===== src/rtl/hrpt_pkg.sv =====
`default_nettype none
package hrpt_pkg;

    typedef enum logic [2:0] {
        OP_REGISTER   = 3'd0,
        OP_UNREGISTER = 3'd1,
        OP_PLACE      = 3'd2,
        OP_COMMIT     = 3'd3,
        OP_ABORT      = 3'd4,
        OP_TERMINATE  = 3'd5,
        OP_QUERY      = 3'd6,
        OP_NONE       = 3'd7
    } t_op;

    typedef enum logic [2:0] {
        ST_OK        = 3'd0,
        ST_DUPLICATE = 3'd1,
        ST_FULL      = 3'd2,
        ST_NOT_FOUND = 3'd3,
        ST_NO_FIT    = 3'd4
    } t_status;

    localparam logic CFG_SEARCH_MODE = 1'b0;
    localparam logic CFG_LOCAL_KEY   = 1'b1;

    localparam logic SEARCH_FIRST_FIT    = 1'b0;
    localparam logic SEARCH_LEAST_LOADED = 1'b1;

    typedef enum logic [1:0] {
        BK_IDLE = 2'd0,
        BK_SCAN = 2'd1,
        BK_EXEC = 2'd2,
        BK_OUT  = 2'd3
    } t_bk_state;

    // one queued item as handed from front to back
    typedef struct packed {
        t_op         op;
        logic [15:0] key;
        logic [31:0] ram;
        logic [31:0] disk;
        logic [31:0] cpu;
        logic [31:0] addr;
        logic [15:0] port;
    } t_item;

endpackage
`default_nettype wire


===== src/rtl/hrpt_front.sv =====
`default_nettype none
// Input stage: registers accepted items, decodes the op, pushes into a 2-deep queue.
module hrpt_front (
    input  wire logic           i_clk,
    input  wire logic           i_rst_n,
    input  wire logic           i_valid,
    output logic                o_stall,
    input  wire logic [2:0]     i_mode,
    input  wire logic [15:0]    i_node_key,
    input  wire logic [31:0]    i_ram_amount,
    input  wire logic [31:0]    i_disk_amount,
    input  wire logic [31:0]    i_cpu_amount,
    input  wire logic [31:0]    i_host_address,
    input  wire logic [15:0]    i_host_port,
    output logic                o_q_valid,
    output hrpt_pkg::t_item     o_q_item,
    input  wire logic           i_q_pop
);
    import hrpt_pkg::*;

    t_item      r_q [2];
    logic       r_rd;
    logic       r_wr;
    logic [1:0] r_cnt;
    logic       push;
    t_item      in_item;

    // classify: modes map directly onto the op enum
    always_comb begin
        in_item.op   = t_op'(i_mode);
        in_item.key  = i_node_key;
        in_item.ram  = i_ram_amount;
        in_item.disk = i_disk_amount;
        in_item.cpu  = i_cpu_amount;
        in_item.addr = i_host_address;
        in_item.port = i_host_port;
    end

    assign o_stall   = (r_cnt == 2'd2);
    assign push      = i_valid && !o_stall;
    assign o_q_valid = (r_cnt != 2'd0);
    assign o_q_item  = r_q[r_rd];

    // queue storage
    always_ff @(posedge i_clk) begin
        if (push) begin
            r_q[r_wr] <= in_item;
        end
    end

    // queue pointers
    always_ff @(posedge i_clk) begin
        if (!i_rst_n) begin
            r_rd  <= 1'b0;
            r_wr  <= 1'b0;
            r_cnt <= 2'd0;
        end else begin
            if (push) begin
                r_wr <= !r_wr;
            end
            if (i_q_pop) begin
                r_rd <= !r_rd;
            end
            r_cnt <= r_cnt + {1'b0, push} - {1'b0, i_q_pop};
        end
    end

`ifndef SYNTHESIS
    a_no_pop_empty: assert property (@(posedge i_clk) disable iff (!i_rst_n)
        i_q_pop |-> o_q_valid) else $error("pop from empty queue");
    a_cnt_range: assert property (@(posedge i_clk) disable iff (!i_rst_n)
        r_cnt != 2'd3) else $error("queue count overflow");
    a_full_stall: assert property (@(posedge i_clk) disable iff (!i_rst_n)
        (r_cnt == 2'd2 && !i_q_pop) |=> o_stall) else $error("full queue not stalling");
`endif

endmodule
`default_nettype wire


===== config.mk =====
export PLATFORM = sky130hd
export DESIGN_NAME = hrpt_front
export DESIGN_NICKNAME = d
export VERILOG_FILES = /design/src/rtl/hrpt_pkg.sv /design/src/rtl/hrpt_front.sv
export SDC_FILE = /design/constraint.sdc
export NUM_CORES = 1
export LEC_CHECK = 0
export ABC_CLOCK_PERIOD_IN_PS = 21800
export BUFFER_PORTS_ARGS = -buffer_cell sky130_fd_sc_hd__buf_2
export CORE_ASPECT_RATIO = 1.4
export CORE_MARGIN = 2
export CORE_UTILIZATION = 50
export DETAILED_ROUTE_END_ITERATION = 6
export GPL_TIMING_DRIVEN = 0
export PLACE_DENSITY = 0.89
export SYNTH_ARGS = -nofsm -noshare
export SYNTH_HDL_FRONTEND = slang
export SYNTH_SLANG_ARGS = --single-unit

===== constraint.sdc =====
create_clock -name i_clk -period 21.8 [get_ports i_clk]
set_input_delay 2.18 -clock i_clk [delete_from_list [all_inputs] [get_ports i_clk]]
set_output_delay 2.18 -clock i_clk [all_outputs]
set_load 0.05 [all_outputs]

==> results of run 1 <==
==> cell families (layout without fill, tap and decap cells) <==
kind of cell               Yosys count  count (layout)  synth area share [%]
adders and majority gates            2               2                 0.204
DFF                                331             331                  80.7
and+or+nand+nor                     11              11                 0.439
muxes                              164             164                  17.2
xor gates and xnor gates             3               3                 0.214
buffers and inverters               21             414                  1.29
other                                0               6                     0
==> worst paths after layout <==
| path | start | to | cells past startpoint |
|---|---|---|---|
| worst max-delay path | register | o_q_item[109] | 5 |
| worst min-delay path | r_rd | r_rd | 2 |
| worst max register to register | r_cnt[0] | r_q[0][28] | 5 |
| worst min register to register | r_rd | r_rd | 2 |
==> per-stage QoR <==
stage / util (%) / std cells
after floorplan: - / 532
after global placement: 59.5 / 1173
after detailed placement: 60.3 / 1181
after CTS: 65.1 / 1235
after global routing: 65.1 / 1241
final: 65.1 / 1241
==> critical path: cells and delay by family, from the launching register on <==
family / cells / cell delay (ns)
mux: 1 / 0.32
flops: 1 / 0.33
buf+inv: 4 / 0.78
==> flip-flops by register name, indices dropped and copies added, names as in the netlist, named ones only <==
register / flops
r_wr: 1
r_q: 326
r_cnt: 2
r_rd: 1
==> power breakdown <==
part	total (mW)	internal [mW]	switching, mW
combinational	0.473	0.137	0.336
sequential	0.829	0.807	0.0226
clock	0.604	0.385	0.219
total	1.91	1.33	0.577
==> per-layer routing <==
layer | track usage [%] | routed length, µm | vias to the layer above
met2 | 35.4 | 13700 | 283
met3 | 5.19 | 1960 | 71
met4 | 8.33 | 1010 | 2
met5 | 0 | 13 | -
met1 | 18.1 | 7760 | 3031
li1 | - | - | 2863
==> cell usage in the layout (no fill, tap or decap) <==
cell type / count
inv_6: 1
buf_12: 5
dfxtp_1: 5
nand2_1: 2
ha_1: 2
nand2b_1: 2
mux2i_1: 1
mux2_4: 70
diode_2: 6
or2_2: 1
edfxtp_1: 326
xnor2_1: 2
and2_1: 1
clkbuf_1: 1
buf_2: 340
mux2_2: 93
clkinv_4: 2
nor2_4: 1
bufinv_16: 12
inv_1: 3
clkinvlp_4: 1
nor2_1: 3
and3_4: 1
clkbuf_16: 29
clkinv_1: 5
clkinv_2: 3
buf_16: 3
xor2_1: 1
buf_6: 9
==> final cells by class <==
| class | count | area [µm²] | area share, % |
|---|---|---|---|
| Timing Repair Buffer | 339 | 1840 | 11.7 |
| Sequential cell | 331 | 9890 | 63.1 |
| Antenna cell | 6 | 15.0 | 0.0958 |
| Clock buffer | 30 | 729 | 4.65 |
| Inverter | 3 | 11.3 | 0.0719 |
| Buffer | 18 | 146 | 0.934 |
| Tap cell | 310 | 388 | 2.47 |
| Multi-Input combinational cell | 180 | 2230 | 14.2 |
| Clock inverter | 24 | 428 | 2.73 |
==> qor.csv, run 1 <==
stage,metric,value,unit
setup_path,worst-path cell chain,buf_6 -> buf_6 -> buf_6 -> mux2_4 -> buf_2,
detailed_routing,DRC viols,0,
sta,hold slack,0.531,ns
floorplanning,chip height,189,µm
sta,max-slew violations,0,
floorplanning,num rows,67,
detailed_routing,WL per Instance,19.7,µm
place,post-DP HPWL,17000,µm
sta,slew margin rel.,45.0,%
detailed_routing,vias post-DR,6250,
yosys,fraction of registers with async set/reset,0,%
yosys,post-synthesis net count,701,
detailed_routing,via/cell ratio,5.04,
sta,setup tns final,0,ns
setup_path,FF-to-FF setup slack,19.58,ns
setup_path,CP Class,reg -> out,
status,status,"finished, final reports clean",
floorplanning,effective utilization at floorplan,51.0,%
setup_path,CP max stage delay,0.33,ns
cts,CTS tree,yes,
sta,final hold violation count,0,
power,P per Cell Area,122,nW/µm²
yosys,predominant post-synthesis flop cell,edfxtp_1,
sta,fin crit period,4.17,ns
setup_path,CP dominant cell by count,buf_6,
sta,Final Skew,0.0263,ns
sta,Setup Viol. Count Final,0,
place,Place WS,17.77,ns
cts,clk buf depth,3,
yosys,synthesized flop and latch total,331,
yosys,synth warn,0,
yosys,post-synth top area share,79.8,%
setup_path,Setup crit end kind,primary output,
job,# Max-Cap Violations,0,
finish,Final nets,1071,
grt,largest net degree at the start of global routing,60,
yosys,"Seq/Total Area, Yosys",80.7,%
cts,clock sink count,331,
place,Final Wtd Congestion,0.799,
cts,clk slew on worst S/H paths,0.07,ns
detailed_routing,DR pass1 iterations,4,
finish,share of cells above drive strength 1,61.7,%
cts,CTS root buf,clkbuf_16,
yosys,Synth Instances,532,
sta,Worst Tran Pin Value,0.823,ns
cts,total CTS buffers,29,
setup_path,crit path max fanout,10,
sta,f_max,240,MHz
finish,Final Cell Area,15700,µm²
detailed_routing,Iter 0 DRT Violations,300,
yosys,synth top area cells,"edfxtp_1, mux2_4, mux2_2, buf_6, dfxtp_1",
cts,"Setup Fix Bufs, Post-CTS",0,
floorplanning,# IOs,332,
sta,"Worst Setup Slack, final",17.63,ns
setup_path,required time worst endpoint,19.62,ns
yosys,Post-synth EDFFs,326,
grt,initial antenna violation count,7,
cts,Hold Buf Count CTS,0,
cts,H-tree depth,1,
yosys,synth cell count leaders,"edfxtp_1, mux2_2, mux2_4",
setup_path,worst path arrival time,1.99,ns
detailed_routing,Final ANT Viol Nets,0,
setup_path,CP startpoint kind,register,
yosys,Mapped Area,12300,µm²
floorplanning,CORE AREA,24100,µm²
grt,global route overflow,0,
yosys,most common cell in the netlist,edfxtp_1,
floorplanning,Die Span X,136,µm
hold_path,worst hold path class,reg -> reg,
cts,post-CTS resize count,0,
grt,first-pass GRT wire length,36200,µm
sta,RSZ-0062 raised after global routing,false,
place,port bufs,331,
floorplanning,DIE AREA,25800,µm²
finish,Layout fillers,1600,
sta,Final period util,19.1,%
detailed_routing,drt total wl,24400,µm
cts,Worst-Skew Late Latency,0.55,ns
finish,area grow syn2layout,27.8,%
yosys,Post-Syn Area per Cell,23.0,µm²
yosys,Synth cell types,17,
grt,vias in the first global route,6859,
power,total power,1.91,mW
yosys,leading area contributor after synthesis,edfxtp_1,
place,post-placement cell area,14500,µm²
grt,total track usage,18.5,%
power,Worst VDD drop,0.0983,mV
power,P_leak,6.08,nW
setup_path,Slowest cell on crit path,dfxtp_1,
No activity file was read; power rests on OpenSTA's default activity.
==> inputs of run 2 (changes only) <==
--- a/config.mk
+++ b/config.mk
@@ -5,7 +5,7 @@
 export SDC_FILE = /design/constraint.sdc
 export NUM_CORES = 1
 export LEC_CHECK = 0
-export ABC_CLOCK_PERIOD_IN_PS = 21800
+export ABC_CLOCK_PERIOD_IN_PS = 3900
 export BUFFER_PORTS_ARGS = -buffer_cell sky130_fd_sc_hd__buf_2
 export CORE_ASPECT_RATIO = 1.4
 export CORE_MARGIN = 2
==> constraint.sdc (replaced) <==
create_clock -name i_clk -period 3.9 [get_ports i_clk]
set_input_delay 0.39 -clock i_clk [delete_from_list [all_inputs] [get_ports i_clk]]
set_output_delay 0.39 -clock i_clk [all_outputs]
set_load 0.05 [all_outputs]
==> run 2 against run 1 <==
Die area did not move. Largest power group unchanged. Final cell count is 0.73% lower. Flip-flop and latch count unchanged. Core utilization shrank 1.3 points. Critical endpoint is now o_q_item[152]. Clock power grew to 4.5 times the previous value. Critical path type unchanged. Register-to-register slack got worse by 18 ns. Sequential power grew to 5.6 times the previous value. Largest cell class unchanged. Sequential share of layout area is 1.2 points higher. Non-clock buffer count fell by 1.
==> qor.csv, run 2 (synthesis results as in run 1) <==
stage,metric,value,unit
floorplanning,CORE AREA,24100,µm²
finish,Final Cell Area,15400,µm²
cts,H-tree depth,1,
sta,setup tns final,0,ns
sta,hold slack,0.0441,ns
detailed_routing,WL per Instance,19.0,µm
detailed_routing,DRC viols,0,
sta,RSZ-0062 raised after global routing,false,
setup_path,Setup crit end kind,primary output,
setup_path,WP buf/inv,4,
sta,Worst Tran Pin Value,0.671,ns
power,Worst VDD drop,0.516,mV
finish,Post-Layout Cell Count,1232,
setup_path,Crit path depth,5,
status,status,"finished, final reports clean",
detailed_routing,Iter 0 DRT Violations,344,
power,switching share of power,31.5,%
power,internal power,6.81,mW
cts,CTS tree,yes,
sta,Final Skew,0.00861,ns
setup_path,worst-path cell chain,buf_6 -> buf_6 -> buf_6 -> mux2_4 -> buf_2,
cts,CTS root buf,clkbuf_16,
setup_path,R2R cell count,6,
sta,fin crit period,2.35,ns
sta,final hold violation count,0,
detailed_routing,vias post-DR,6196,
grt,vias in the first global route,6539,
grt,first-pass GRT wire length,33900,µm
grt,initial antenna violation count,6,
finish,"most common cell after layout, fill and taps aside",buf_2,
detailed_routing,Final ANT Viol Nets,0,
place,Place WS,1.60,ns
finish,Layout fillers,1630,
finish,share of cells above drive strength 1,60.8,%
finish,max FFs per register,326,
detailed_routing,via/cell ratio,5.03,
grt,largest net degree at the start of global routing,68,
finish,largest reg by FF count,r_q,
setup_path,required time worst endpoint,3.51,ns
setup_path,CP Class,reg -> out,
place,DP Cell Count,1180,
sta,"Worst Setup Slack, final",1.55,ns
finish,largest registers,"r_q x326, r_cnt x2",
detailed_routing,drt total wl,23400,µm
sta,slew margin rel.,55.1,%
setup_path,CP max stage delay,0.32,ns
hold_path,Hold Startpoint,i_host_port[7],
job,# Max-Cap Violations,0,
power,Comb power frac,26.3,%
hold_path,hold path cells,1,
floorplanning,chip height,189,µm
place,port bufs,331,
floorplanning,DIE AREA,25800,µm²
cts,clk buf depth,3,
setup_path,CP dominant cell by count,buf_6,
hold_path,worst hold path class,in -> reg,
cts,post-CTS resize count,0,
cts,total CTS buffers,29,
cts,"Setup Fix Bufs, Post-CTS",0,
floorplanning,effective utilization at floorplan,51.0,%
power,Psw,3.13,mW
finish,Final nets,1070,
setup_path,Slowest cell on crit path,dfxtp_1,
place,post-placement cell area,14500,µm²
setup_path,RR Startpoint,r_cnt[0],
power,sequential share of power,46.6,%
power,P per Cell Area,647,nW/µm²
sta,Final period util,60.2,%
finish,"commonest non-fill, non-tap cells in the layout","buf_2, edfxtp_1, mux2_2",
setup_path,worst path arrival time,1.96,ns
floorplanning,# IOs,332,
place,post-DP HPWL,16300,µm
setup_path,CP startpoint kind,register,
grt,total track usage,17.3,%
finish,area grow syn2layout,25.3,%
sta,max-slew violations,0,
power,total power,9.94,mW
power,Clk pwr share,27.1,%
floorplanning,num rows,67,
cts,clk slew on worst S/H paths,0.06,ns
grt,global route overflow,0,
sta,Setup Viol. Count Final,0,
setup_path,"CP delay by family, top",buffers and inverters,
power,P_leak,5.93,nW
setup_path,crit path max fanout,10,
cts,clock sink count,331,
floorplanning,Die Span X,136,µm
cts,Worst-Skew Late Latency,0.53,ns
finish,post-layout util,63.9,%
place,Final Wtd Congestion,0.746,
sta,f_max,426,MHz
cts,Hold Buf Count CTS,0,
detailed_routing,DR pass1 iterations,4,
run 2: changes by cell type in the layout (fill, tap and decap cells not counted):
cell | previous run | this run
buf_16 | 3 | 2
bufinv_16 | 12 | 3
clkbuf_1 | 1 | 6
clkinv_1 | 5 | 6
clkinv_2 | 3 | 2
clkinv_4 | 2 | 0
clkinvlp_4 | 1 | 2
diode_2 | 6 | 4
inv_6 | 1 | 0
run 2: area by class of cell:
type / instances / area [µm²] / area share (%)
antenna: 4 / 10.0 / 0.0651
inverter: 3 / 11.3 / 0.0733
sequential: 331 / 9890 / 64.3
tap: 310 / 388 / 2.52
multi-input combinational: 180 / 2230 / 14.5
clock inverter: 13 / 138 / 0.896
buffer: 18 / 146 / 0.953
timing repair buffer: 338 / 1810 / 11.8
clock buffer: 35 / 748 / 4.87
run 2: final timing paths:
kind | slack [ns] | to
min | 0.04 | r_q[1][7]
max reg2reg | 1.61 | r_q[0][1]
max | 1.55 | o_q_item[152]
min reg2reg | 0.54 | register
run 2: power by group through the flow:
stage	combinational, mW	sequential [mW]	clock [mW]
final	2.62	4.63	2.69
after global routing	2.74	4.67	2.88
after CTS	2.64	4.63	2.76
after detailed placement	2.64	4.71	0
after global placement	2.52	4.74	0
after floorplan	1.98	4.71	0
run 2: metal layers:
| metal | wire, µm | part of all wire, % | global-route usage [%] |
|---|---|---|---|
| met1 | 7880 | 34 | 17.3 |
| met2 | 13000 | 55 | 33.4 |
| met3 | 1860 | 8.0 | 5.01 |
| met4 | 631 | 2.7 | 6.09 |
| met5 | 27 | 0.12 | 0 |
